===== src/hw/rtl/plut_pkg.sv =====
// shared types, codes and constants of the piecewise linear lookup table
package plut_pkg;

    // default table depth and reset value of the entry count register
    localparam int DEFAULT_TABLE_DEPTH = 16;
    localparam logic [4:0] ENTRIES_RESET = 5'd16;

    // configuration port geometry
    localparam int PADDR_W = 3;
    localparam logic REG_ENTRIES_IN_USE = 1'b0;

    // serial divider: the quotient always fits in 16 bits
    localparam int DIV_STEPS = 16;
    localparam int DIV_CNT_W = $clog2(DIV_STEPS + 1);

    // transaction function codes
    localparam logic FUNC_WRITE  = 1'b0;
    localparam logic FUNC_LOOKUP = 1'b1;

    // result kinds
    localparam logic [2:0] KIND_CLAMP_LOW  = 3'd0;
    localparam logic [2:0] KIND_CLAMP_HIGH = 3'd1;
    localparam logic [2:0] KIND_EXACT      = 3'd2;
    localparam logic [2:0] KIND_INTERP     = 3'd3;
    localparam logic [2:0] KIND_NO_SEGMENT = 3'd4;

    typedef struct packed {
        logic        func;
        logic [3:0]  entry_index;
        logic [15:0] speed;
        logic [15:0] duty_in;
    } in_item_t;

    typedef struct packed {
        logic [15:0] duty_out;
        logic [2:0]  match_kind;
    } out_item_t;

    // one table entry as held in the memory
    typedef struct packed {
        logic [15:0] key;
        logic [15:0] value;
    } entry_t;

    // divider status toward the sequencer
    typedef struct packed {
        logic        done;
        logic [15:0] quot;
        logic        rem_nz;
    } div_result_t;

    typedef enum logic [2:0] {
        ST_IDLE,
        ST_FIRST,
        ST_LAST,
        ST_SCAN,
        ST_MUL,
        ST_DIV,
        ST_DONE
    } state_t;

endpackage


===== src/hw/rtl/piecewise_linear_table_lookup.sv =====
// top level: piecewise linear speed to duty lookup table with its sequencer
//
// Input transactions on s_valid/s_ready carry in_item_t. func 0 writes key
// and duty into slot entry_index (slots at or beyond the table depth are
// dropped) and gives no result. func 1 looks up speed
// and gives one out_item_t on m_valid/m_ready.
// A lookup reads entry 0 and the last active entry from the table memory,
// one entry per cycle, then walks the segments one memory read per cycle.
// A clamp is decided once both entries have been read; a segment hit ends
// the walk, and an interpolation adds a multiply step and the serial divider.
// The block takes the next transaction in the cycle after a result is
// loaded into the output register, so a lookup can run while an earlier
// result waits; if the receiver still holds the earlier result when the
// next one is done, the sequencer waits. entries_in_use is written at APB
// offset 0 and is clamped to 2 .. TABLE_DEPTH on use.
// Reset clears control state and sets entries_in_use to 16; the table is
// not cleared and entries must be written before lookups use them.
module piecewise_linear_table_lookup import plut_pkg::*; #(
    parameter int TABLE_DEPTH = DEFAULT_TABLE_DEPTH
) (
    input  logic               aclk,
    input  logic               aresetn,
    input  logic               s_valid,
    output logic               s_ready,
    input  in_item_t           s_data,
    output logic               m_valid,
    input  logic               m_ready,
    output out_item_t          m_data,
    input  logic               psel,
    input  logic               penable,
    input  logic               pwrite,
    input  logic [PADDR_W-1:0] paddr,
    input  logic [31:0]        pwdata,
    output logic [31:0]        prdata,
    output logic               pready
);

    localparam int IDX_W = $clog2(TABLE_DEPTH);

    state_t           state_reg, state_next;
    logic [4:0]       entries_reg;
    logic [15:0]      spd_reg, spd_next;
    logic [15:0]      v0_reg, v0_next;
    logic [15:0]      prev_key_reg, prev_key_next;
    logic [15:0]      prev_val_reg, prev_val_next;
    logic [IDX_W-1:0] cur_idx_reg, cur_idx_next;
    logic [15:0]      dy_reg, dy_next;
    logic [15:0]      dx_reg, dx_next;
    logic [15:0]      den_reg, den_next;
    logic             fall_reg, fall_next;
    logic [15:0]      res_duty_reg, res_duty_next;
    logic [2:0]       res_kind_reg, res_kind_next;
    logic             m_valid_reg, m_valid_next;
    out_item_t        m_data_reg, m_data_next;

    logic             mem_we;
    logic [IDX_W-1:0] mem_waddr;
    entry_t           mem_wdata;
    logic [IDX_W-1:0] mem_raddr;
    entry_t           mem_rdata;

    logic             div_start;
    logic [31:0]      div_dividend;
    div_result_t      div_res;

    logic [31:0]      cnt_ext;
    logic [31:0]      last_ext;
    logic [IDX_W-1:0] last_idx;
    logic [31:0]      slot_ext;
    logic             s_fire;
    logic             out_free;
    logic             cfg_wr;
    logic [16:0]      step;

    // apb register access
    assign pready = 1'b1;
    assign cfg_wr = psel && penable && pwrite
                    && (paddr[PADDR_W-1:2] == REG_ENTRIES_IN_USE);
    assign prdata = (paddr[PADDR_W-1:2] == REG_ENTRIES_IN_USE)
                    ? {27'd0, entries_reg} : 32'd0;

    always_ff @(posedge aclk) begin
        if (!aresetn) begin
            entries_reg <= ENTRIES_RESET;
        end else if (cfg_wr) begin
            entries_reg <= pwdata[4:0];
        end
    end

    // index of the last active entry
    always_comb begin
        cnt_ext = 32'(entries_reg);
        if (cnt_ext < 32'd2) begin
            last_ext = 32'd1;
        end else if (cnt_ext > 32'(TABLE_DEPTH)) begin
            last_ext = 32'(TABLE_DEPTH - 1);
        end else begin
            last_ext = cnt_ext - 32'd1;
        end
        last_idx = last_ext[IDX_W-1:0];
    end

    // handshake
    assign s_ready  = (state_reg == ST_IDLE);
    assign s_fire   = s_valid && s_ready;
    assign out_free = !m_valid_reg || m_ready;
    assign slot_ext = 32'(s_data.entry_index);

    // table write from a write transaction
    assign mem_we          = s_fire && (s_data.func == FUNC_WRITE)
                             && (slot_ext < 32'(TABLE_DEPTH));
    assign mem_waddr       = slot_ext[IDX_W-1:0];
    assign mem_wdata.key   = s_data.speed;
    assign mem_wdata.value = s_data.duty_in;

    // multiply feeding the divider
    assign div_dividend = {16'd0, dy_reg} * {16'd0, dx_reg};
    assign div_start    = (state_reg == ST_MUL);

    // sequencer next state and datapath
    always_comb begin
        state_next    = state_reg;
        spd_next      = spd_reg;
        v0_next       = v0_reg;
        prev_key_next = prev_key_reg;
        prev_val_next = prev_val_reg;
        cur_idx_next  = cur_idx_reg;
        dy_next       = dy_reg;
        dx_next       = dx_reg;
        den_next      = den_reg;
        fall_next     = fall_reg;
        res_duty_next = res_duty_reg;
        res_kind_next = res_kind_reg;
        m_valid_next  = m_valid_reg && !m_ready;
        m_data_next   = m_data_reg;
        mem_raddr     = '0;
        step          = {1'b0, div_res.quot} + {16'd0, div_res.rem_nz};
        case (state_reg)
            ST_IDLE: begin
                if (s_fire && (s_data.func == FUNC_LOOKUP)) begin
                    spd_next   = s_data.speed;
                    state_next = ST_FIRST;
                end
            end
            ST_FIRST: begin
                // entry 0 arrives, fetch the last active entry
                v0_next       = mem_rdata.value;
                prev_key_next = mem_rdata.key;
                prev_val_next = mem_rdata.value;
                mem_raddr     = last_idx;
                state_next    = ST_LAST;
            end
            ST_LAST: begin
                if (spd_reg <= prev_key_reg) begin
                    res_duty_next = v0_reg;
                    res_kind_next = KIND_CLAMP_LOW;
                    state_next    = ST_DONE;
                end else if (spd_reg >= mem_rdata.key) begin
                    res_duty_next = mem_rdata.value;
                    res_kind_next = KIND_CLAMP_HIGH;
                    state_next    = ST_DONE;
                end else begin
                    mem_raddr    = IDX_W'(1);
                    cur_idx_next = IDX_W'(1);
                    state_next   = ST_SCAN;
                end
            end
            ST_SCAN: begin
                // segment from prev entry to the entry just read
                if (spd_reg == prev_key_reg) begin
                    res_duty_next = prev_val_reg;
                    res_kind_next = KIND_EXACT;
                    state_next    = ST_DONE;
                end else if (spd_reg >= prev_key_reg && spd_reg <= mem_rdata.key) begin
                    dx_next   = spd_reg - prev_key_reg;
                    den_next  = mem_rdata.key - prev_key_reg;
                    fall_next = mem_rdata.value < prev_val_reg;
                    dy_next   = (mem_rdata.value < prev_val_reg)
                                ? prev_val_reg - mem_rdata.value
                                : mem_rdata.value - prev_val_reg;
                    state_next = ST_MUL;
                end else if (cur_idx_reg < last_idx) begin
                    prev_key_next = mem_rdata.key;
                    prev_val_next = mem_rdata.value;
                    mem_raddr     = IDX_W'(32'(cur_idx_reg) + 32'd1);
                    cur_idx_next  = IDX_W'(32'(cur_idx_reg) + 32'd1);
                end else begin
                    res_duty_next = v0_reg;
                    res_kind_next = KIND_NO_SEGMENT;
                    state_next    = ST_DONE;
                end
            end
            ST_MUL: begin
                state_next = ST_DIV;
            end
            ST_DIV: begin
                // falling segments round the step up so the floor holds
                if (div_res.done) begin
                    res_duty_next = fall_reg ? 16'(prev_val_reg - step[15:0])
                                             : 16'(prev_val_reg + div_res.quot);
                    res_kind_next = KIND_INTERP;
                    state_next    = ST_DONE;
                end
            end
            ST_DONE: begin
                if (out_free) begin
                    m_valid_next           = 1'b1;
                    m_data_next.duty_out   = res_duty_reg;
                    m_data_next.match_kind = res_kind_reg;
                    state_next             = ST_IDLE;
                end
            end
            default: begin
                state_next = ST_IDLE;
            end
        endcase
    end

    // control registers
    always_ff @(posedge aclk) begin
        if (!aresetn) begin
            state_reg   <= ST_IDLE;
            m_valid_reg <= 1'b0;
        end else begin
            state_reg   <= state_next;
            m_valid_reg <= m_valid_next;
        end
    end

    // datapath registers
    always_ff @(posedge aclk) begin
        spd_reg      <= spd_next;
        v0_reg       <= v0_next;
        prev_key_reg <= prev_key_next;
        prev_val_reg <= prev_val_next;
        cur_idx_reg  <= cur_idx_next;
        dy_reg       <= dy_next;
        dx_reg       <= dx_next;
        den_reg      <= den_next;
        fall_reg     <= fall_next;
        res_duty_reg <= res_duty_next;
        res_kind_reg <= res_kind_next;
        m_data_reg   <= m_data_next;
    end

    assign m_valid = m_valid_reg;
    assign m_data  = m_data_reg;

    plut_table_mem #(
        .TABLE_DEPTH (TABLE_DEPTH),
        .IDX_W       (IDX_W)
    ) u_mem (
        .aclk    (aclk),
        .wr_en   (mem_we),
        .wr_addr (mem_waddr),
        .wr_data (mem_wdata),
        .rd_addr (mem_raddr),
        .rd_data (mem_rdata)
    );

    plut_divider u_div (
        .aclk     (aclk),
        .aresetn  (aresetn),
        .start    (div_start),
        .dividend (div_dividend),
        .divisor  (den_reg),
        .result   (div_res)
    );

    // a new result is loaded only when the sequencer finishes a lookup
    a_load_from_done: assert property (@(posedge aclk) disable iff (!aresetn)
        $rose(m_valid_reg) |-> $past(state_reg == ST_DONE))
        else $error("result loaded outside of the finish state");

    // divider completes only while the sequencer waits for it
    a_div_in_div: assert property (@(posedge aclk) disable iff (!aresetn)
        div_res.done |-> (state_reg == ST_DIV))
        else $error("divider finished outside of the divide state");

    // segment walk stays within the active entries
    a_scan_bound: assert property (@(posedge aclk) disable iff (!aresetn)
        (state_reg == ST_SCAN) |-> (cur_idx_reg <= last_idx))
        else $error("segment walk beyond the last active entry");

    // no table write while a lookup is in flight
    a_no_write_busy: assert property (@(posedge aclk) disable iff (!aresetn)
        mem_we |-> (state_reg == ST_IDLE))
        else $error("table written during a lookup");

endmodule


===== src/hw/rtl/plut_table_mem.sv =====
// key and duty table memory, one write port and one registered read port
module plut_table_mem import plut_pkg::*; #(
    parameter int TABLE_DEPTH = DEFAULT_TABLE_DEPTH,
    parameter int IDX_W       = $clog2(DEFAULT_TABLE_DEPTH)
) (
    input  logic             aclk,
    input  logic             wr_en,
    input  logic [IDX_W-1:0] wr_addr,
    input  entry_t           wr_data,
    input  logic [IDX_W-1:0] rd_addr,
    output entry_t           rd_data
);

    entry_t entry_mem [TABLE_DEPTH];
    entry_t rd_data_reg;

    // write port
    always_ff @(posedge aclk) begin
        if (wr_en) begin
            entry_mem[wr_addr] <= wr_data;
        end
    end

    // read port, registered
    always_ff @(posedge aclk) begin
        rd_data_reg <= entry_mem[rd_addr];
    end

    assign rd_data = rd_data_reg;

endmodule


===== src/hw/rtl/plut_divider.sv =====
// restoring serial divider, one quotient bit per cycle, 16-bit quotient
module plut_divider import plut_pkg::*; (
    input  logic        aclk,
    input  logic        aresetn,
    input  logic        start,
    input  logic [31:0] dividend,
    input  logic [15:0] divisor,
    output div_result_t result
);

    logic [15:0]          rem_reg, rem_next;
    logic [15:0]          low_reg, low_next;
    logic [15:0]          den_reg, den_next;
    logic [DIV_CNT_W-1:0] cnt_reg, cnt_next;
    logic                 done_reg, done_next;
    logic [16:0]          shifted;
    logic [16:0]          diff;
    logic                 fits;

    // one trial subtraction
    always_comb begin
        shifted   = {rem_reg, low_reg[15]};
        diff      = shifted - {1'b0, den_reg};
        fits      = shifted >= {1'b0, den_reg};
        rem_next  = rem_reg;
        low_next  = low_reg;
        den_next  = den_reg;
        cnt_next  = cnt_reg;
        done_next = 1'b0;
        if (start) begin
            // high half is below the divisor since the quotient fits 16 bits
            rem_next = dividend[31:16];
            low_next = dividend[15:0];
            den_next = divisor;
            cnt_next = DIV_CNT_W'(DIV_STEPS);
        end else if (cnt_reg != '0) begin
            rem_next = fits ? diff[15:0] : shifted[15:0];
            low_next = {low_reg[14:0], fits};
            cnt_next = cnt_reg - DIV_CNT_W'(1);
            done_next = (cnt_reg == DIV_CNT_W'(1));
        end
    end

    // control registers
    always_ff @(posedge aclk) begin
        if (!aresetn) begin
            cnt_reg  <= '0;
            done_reg <= 1'b0;
        end else begin
            cnt_reg  <= cnt_next;
            done_reg <= done_next;
        end
    end

    // datapath registers
    always_ff @(posedge aclk) begin
        rem_reg <= rem_next;
        low_reg <= low_next;
        den_reg <= den_next;
    end

    assign result.done   = done_reg;
    assign result.quot   = low_reg;
    assign result.rem_nz = (rem_reg != '0);

endmodule

===== config.mk =====
export PLATFORM = sky130hd
export DESIGN_NAME = piecewise_linear_table_lookup
export DESIGN_NICKNAME = d
export VERILOG_FILES = /design/src/hw/rtl/plut_pkg.sv /design/src/hw/rtl/piecewise_linear_table_lookup.sv /design/src/hw/rtl/plut_table_mem.sv /design/src/hw/rtl/plut_divider.sv
export SDC_FILE = /design/constraint.sdc
export NUM_CORES = 2
export LEC_CHECK = 0
export ABC_CLOCK_PERIOD_IN_PS = 8400
export BUFFER_PORTS_ARGS = -buffer_cell sky130_fd_sc_hd__buf_2
export CORE_ASPECT_RATIO = 0.5
export CORE_MARGIN = 8
export CORE_UTILIZATION = 55
export DETAILED_ROUTE_END_ITERATION = 7
export PLACE_DENSITY = 0.71
export SYNTH_ARGS = -nofsm -noshare
export SYNTH_HDL_FRONTEND = slang
export SYNTH_SLANG_ARGS = --single-unit

===== constraint.sdc =====
create_clock -name aclk -period 8.4 [get_ports aclk]
set_clock_uncertainty 0.05 [all_clocks]
set_input_delay 1.26 -clock aclk [delete_from_list [all_inputs] [get_ports aclk]]
set_output_delay 1.26 -clock aclk [all_outputs]
set_load 0.03 [all_outputs]

-- Word-level counts from Yosys, hierarchy flattened
Memories as Yosys holds them, arrays and structs flattened. A register that Yosys moved wholly into a read port is not among the register bits.
Index checks and enable logic that the tools add are counted.
- register bits: 218
- bits in writable memories: 512
- bits of input ports: 79
- memories kept: 1
- memories (name ; words ; bits a word ; rd ports ; clocked after memory_dff ; wr ports ; RTL line ; RTL):
    u_mem.entry_mem ; 16 ; 32 ; 1 ; 1 ; 1 ; plut_table_mem.sv:14 ; entry_t entry_mem [TABLE_DEPTH];
- $add $sub $neg: 11
- multipliers: 1
- $lt $le $gt $ge: 10
- eq/ne operators: 20
- muxes and demuxes: 59
- bitwise gates (word level): 5
- reduce and logical (&&, ||, !) cells: 28
- operator list (cell ; count):
    16-bit two-way mux ; 19
    16-bit subtractor ; 6
    16-bit case mux with 2 select lines ; 2
    16-bit case mux with 3 select lines ; 1
    3-bit two-way mux ; 14
    4-bit two-way mux ; 10
    16-bit greater-or-equal comparator ; 2
    16-bit less-or-equal comparator ; 2
    16-bit by 16-bit multiplier with 32-bit output ; 1
    3-bit case mux with 7 select lines ; 1
    17-bit by 16-bit greater-or-equal comparator with 1-bit output ; 1
    16-bit by 1-bit adder with 16-bit output ; 1
    16-bit adder ; 1
    16-bit equality test ; 1
    16-bit less-than comparator ; 1
    16-bit nonzero test ; 1
    5-bit two-way mux ; 3
    2-bit != test (second input constant) ; 6
    4-bit case mux with 3 select lines ; 1
    3-bit equality test (second input constant) ; 3
    1-bit logical AND ; 9
    3-bit != test (second input constant) ; 3
    3-bit case mux with 3 select lines ; 1
    4-bit case mux with 2 select lines ; 1
    27 further kinds ; 43

-- Depth between registers and ports, before layout
- word-level depth: 8
- mapped depth: 25
- gate-level depth less buffers: 24

-- By module
Synthesis repeated with hierarchy kept, for this count alone.
- cell total of the unflattened synthesis: 3182
- area, all modules: 42690.9 um^2
- modules (own cells, without submodules) (module ; times used ; cells each ; area each (um^2) ; sequential area each (um^2)):
    plut_table_mem ; 1 ; 838 ; 19854.0 ; 16015.4
    piecewise_linear_table_lookup ; 1 ; 2052 ; 19656.4 ; 4834.6
    plut_divider ; 1 ; 292 ; 3180.6 ; 1561.5

-- Least setup slack after synthesis
No wires, ideal clock.
- path kind: flip-flop to flip-flop
- from: reg dy_reg[13]
- to: reg u_div.rem_reg[13] (data pin)
- library setup time: 0.259 ns
- arrival: 5.935 ns
- required time: 8.091 ns
- setup slack: 2.156 ns
- stages on the path, launching flop included: 21
- cell sequence: edfxtp_1 -> clkbuf_1 -> nand2_1 -> fa_1 -> fa_1 -> fa_1 -> fa_1 -> fa_1 -> fa_1 -> inv_1 -> ha_1 -> a21o_1 -> a21o_1 -> a211o_1 -> a31oi_1 -> o31a_1 -> nor3_1 -> o31a_1 -> or3_1 -> nand3_1 -> nand2_1
- longest elaborated chain between the ends: 2
- ends and longest elaborated chain (what ; RTL line ; RTL):
    from (decl) ; piecewise_linear_table_lookup.sv:47 ; logic [15:0] dy_reg, dy_next;
    from (signal assigned) ; piecewise_linear_table_lookup.sv:237 ; dy_reg <= dy_next;
    16-bit by 16-bit multiplier with 32-bit output ; piecewise_linear_table_lookup.sv:117 ; assign div_dividend = {16'd0, dy_reg} * {16'd0, dx_reg};
    16-bit two-way mux ; plut_divider.sv:30 ; if (start) begin
    net u_div.rem_next[13] ; plut_divider.sv:11 ; logic [15:0] rem_reg, rem_next;
    to (signal assigned) ; plut_divider.sv:57 ; rem_reg <= rem_next;
    to (decl) ; plut_divider.sv:11 ;
The timed path passes the listed nets, and every way through them passes these cells.
A chain may end at the register's enable or synchronous reset.

-- Worst setup path in the final report
- from: reg dy_reg[14]
- to: reg u_div.rem_reg[11] (data pin)
Same word-level chain as after synthesis.

==> flow_summary.toml <==
[layout]
largest_reg_flops = 512
multi_input_area_sq_um = 19100
seqCellArea_sq_um = 22400
final_util = 0.599
layout.cells.most_common = "edfxtp_1"
fill_cells = 6262
stdcell_count = 4714
final_cell_mix = "edfxtp_1 (715), inv_1 (361), nand2_1 (332), mux2i_1 (324), ha_1 (249)"
fin_nets = 4131
drive_above_1_share = 0.0809
syn2layout_area_growth_pct = 8.61

[worst_setup_path]
worst-setup-path-type = "register to register"
max_stage_delay_ns = 0.71
crit_chain = "and2_1 > fa_1 > inv_1 > fa_1 > inv_1 > fa_1 > fa_1 > fa_1 > inv_1 > fa_1 > inv_1 > ha_1 > a21oi_1 > o21ai_1 > a21o_1 > a2111oi_0 > o31a_1 > nor2_1 > a21o_1 > a211oi_1 > nor3_1 > mux2_2"
critPathTopFamily = "adder cells"
cpMaxStageDelayCell = "edfxtp_1"
arrival_ns = 7.27
cp-start-kind = "register"
path_common_cell = "fa_1"
critical_path_peak_fanout = 16
cp_num_buf_inv = 4
end_kind = "register"
critPathRequiredTime_ns = 8.72

[clock_network]
clock-sinks = 762
hold_buffers = 0
path_clk_slew_ns = 0.07
clock_path_buffers = 3
cts_resized = 0
numCtsBuffers = 71
cts_tree = "yes"
clock-root-buffer = "clkbuf_16"
cts_setup_buffers = 0
htree_levels = 3
clk_latency_ns = 0.64

[status]
status = "complete, no violations"

[drt]
wirelength_um = 97500
avgViaCountPerCell = 5.74
drc = 0
vias = 27100
avgRoutedWirePerCell_um = 20.7
antenna_left = 0
drt_iter0_drc = 2176
dr.pass1.iters = 6

[sta]
hold_viol_final = 0
period_share = 0.828
worst_pin_slew_ns = 1.16
finalMaxSlewViolations = 0
timing.fmax_ghz = 0.144
maxSlewHeadroom = 0.228
fin_crit_ns = 6.95
finalSetupViolations = 0
rsz0062_at_grt = "no"
fin_setup_tns_ns = 0

[grt]
track_usage = 0.217
grt_pass1_vias = 27300
grt_max_degree = 131
gr-total-overflow = 0
grt_pass1_wl_um = 153000
antenna_found_initial = 5

[yosys]
yosys_register_bits = 762
syn_inst = 3552
synth_top_flop_cell = "edfxtp_1"
syn_avg_cell_area_sq_um = 12.3
synth_edf_count = 715
synth_area_sq_um = 43500
yosysUniqueCellTypes = 79
yosys_warnings = 0
synthArstFlopShare = 0
synth_top_cell_by_area = "edfxtp_1"
seq_area_frac_synth = 0.515
synth_top_area_frac = 0.493
yosys-top-cells-area = "edfxtp_1 (49%), fa_1 (9.3%), mux2i_1 (7.4%)"

[floorplanning]
die_w_um = 414
fp.coreArea_sq_um = 78900
initial_core_util = 0.552
rows = 73
dieArea_sq_um = 89000
die_h_um = 215
io_pins = 133

[place]
port_buffers = 75
routabilityCongestion = 0.877
hpwl_um = 64400
post-place-cells = 4578

[pwr]
p_leak_nw = 19.4
power_density_nw_per_um2 = 315
peakVddDrop_mv = 0.271

[min_path]
hp-class = "register to register"

[job]
cap_violations = 0
==> final cells by class <==
cell class,count,share of cell area
antenna,4,0.000212
clock buffer,90,0.0393
clock inverter,42,0.0100
inverter,363,0.0288
multi-input combinational,2286,0.405
sequential,762,0.474
tap,1050,0.0278
timing repair buffer,117,0.0151
==> per-stage QoR <==
stage / setup slack (ns) / instance area [sq um] / power [mW] / hold WS (ns)
final: 1.45 / 47300 / 14.9 / 0.366
after global routing: 1.12 / 47300 / 15.9 / 0.382
after CTS: 1.49 / 47300 / 14.9 / 0.366
after detailed placement: 1.52 / 44900 / 11.7 / 0.355
after global placement: 1.61 / 44900 / 11.5 / 0.352
after floorplan: 2.16 / 43600 / 10.0 / 0.350
==> kinds of logic after synthesis <==
| family | synth area share |
|---|---|
| xor gates and xnor gates | 0.0211 |
| other | 0.000172 |
| and+or+nand+nor | 0.0863 |
| DFF | 0.515 |
| adders and majority gates | 0.164 |
| buffers and inverters | 0.0521 |
| muxes | 0.0843 |
| AOI/OAI and AO/OA | 0.0769 |
==> worst register-to-register path: stages (launching register included) <==
cell and delay (ns):
edfxtp_1 0.71, and2_1 0.33, fa_1 0.54, inv_1 0.05, fa_1 0.48, inv_1 0.07
fa_1 0.48, fa_1 0.50, fa_1 0.49, inv_1 0.05, fa_1 0.49, inv_1 0.05
ha_1 0.35, a21oi_1 0.19, o21ai_1 0.07, a21o_1 0.19, a2111oi_0 0.45, o31a_1 0.25
nor2_1 0.09, a21o_1 0.19, a211oi_1 0.26, nor3_1 0.09, mux2_2 0.28
==> routing by layer <==
layer / share of wire / routed length [um] / track usage
met5: 0 / 0 / 0
met4: 0.026 / 2570 / 0.0646
met3: 0.065 / 6300 / 0.0286
met2: 0.47 / 45600 / 0.352
met1: 0.44 / 43000 / 0.307
==> worst paths after layout <==
| path | startpoint | to | slack, ns | cells past startpoint |
|---|---|---|---|---|
| hold reg to reg | res_duty_reg[5] | m_data[8] | 0.37 | 0 |
| setup / recovery | dy_reg[14] | u_div.rem_reg[11] | 1.45 | 22 |
| hold / removal | res_duty_reg[5] | m_data[8] | 0.37 | 0 |
| setup reg to reg | dy_reg[14] | u_div.rem_reg[11] | 1.45 | 22 |
==> Yosys cell counts (47+ instances only) <==
| library cell | instances |
|---|---|
| inv_1 | 361 |
| clkbuf_1 | 74 |
| nor2_1 | 144 |
| o22ai_1 | 71 |
| fa_1 | 202 |
| xnor2_1 | 72 |
| nand2_1 | 332 |
| ha_1 | 249 |
| nand3_1 | 56 |
| mux2i_1 | 324 |
| o21ai_0 | 99 |
| edfxtp_1 | 715 |
| and2_1 | 121 |
| dfxtp_1 | 47 |
| a21oi_1 | 152 |
==> power by group <==
| group | total, mW | internal [mW] | switching, mW |
|---|---|---|---|
| Sequential | 5.11 | 4.76 | 0.355 |
| Clock | 3.22 | 1.79 | 1.43 |
| Combinational | 6.59 | 2.67 | 3.92 |
| Total | 14.9 | 9.21 | 5.70 |
Power figures use the tool's default switching activity.
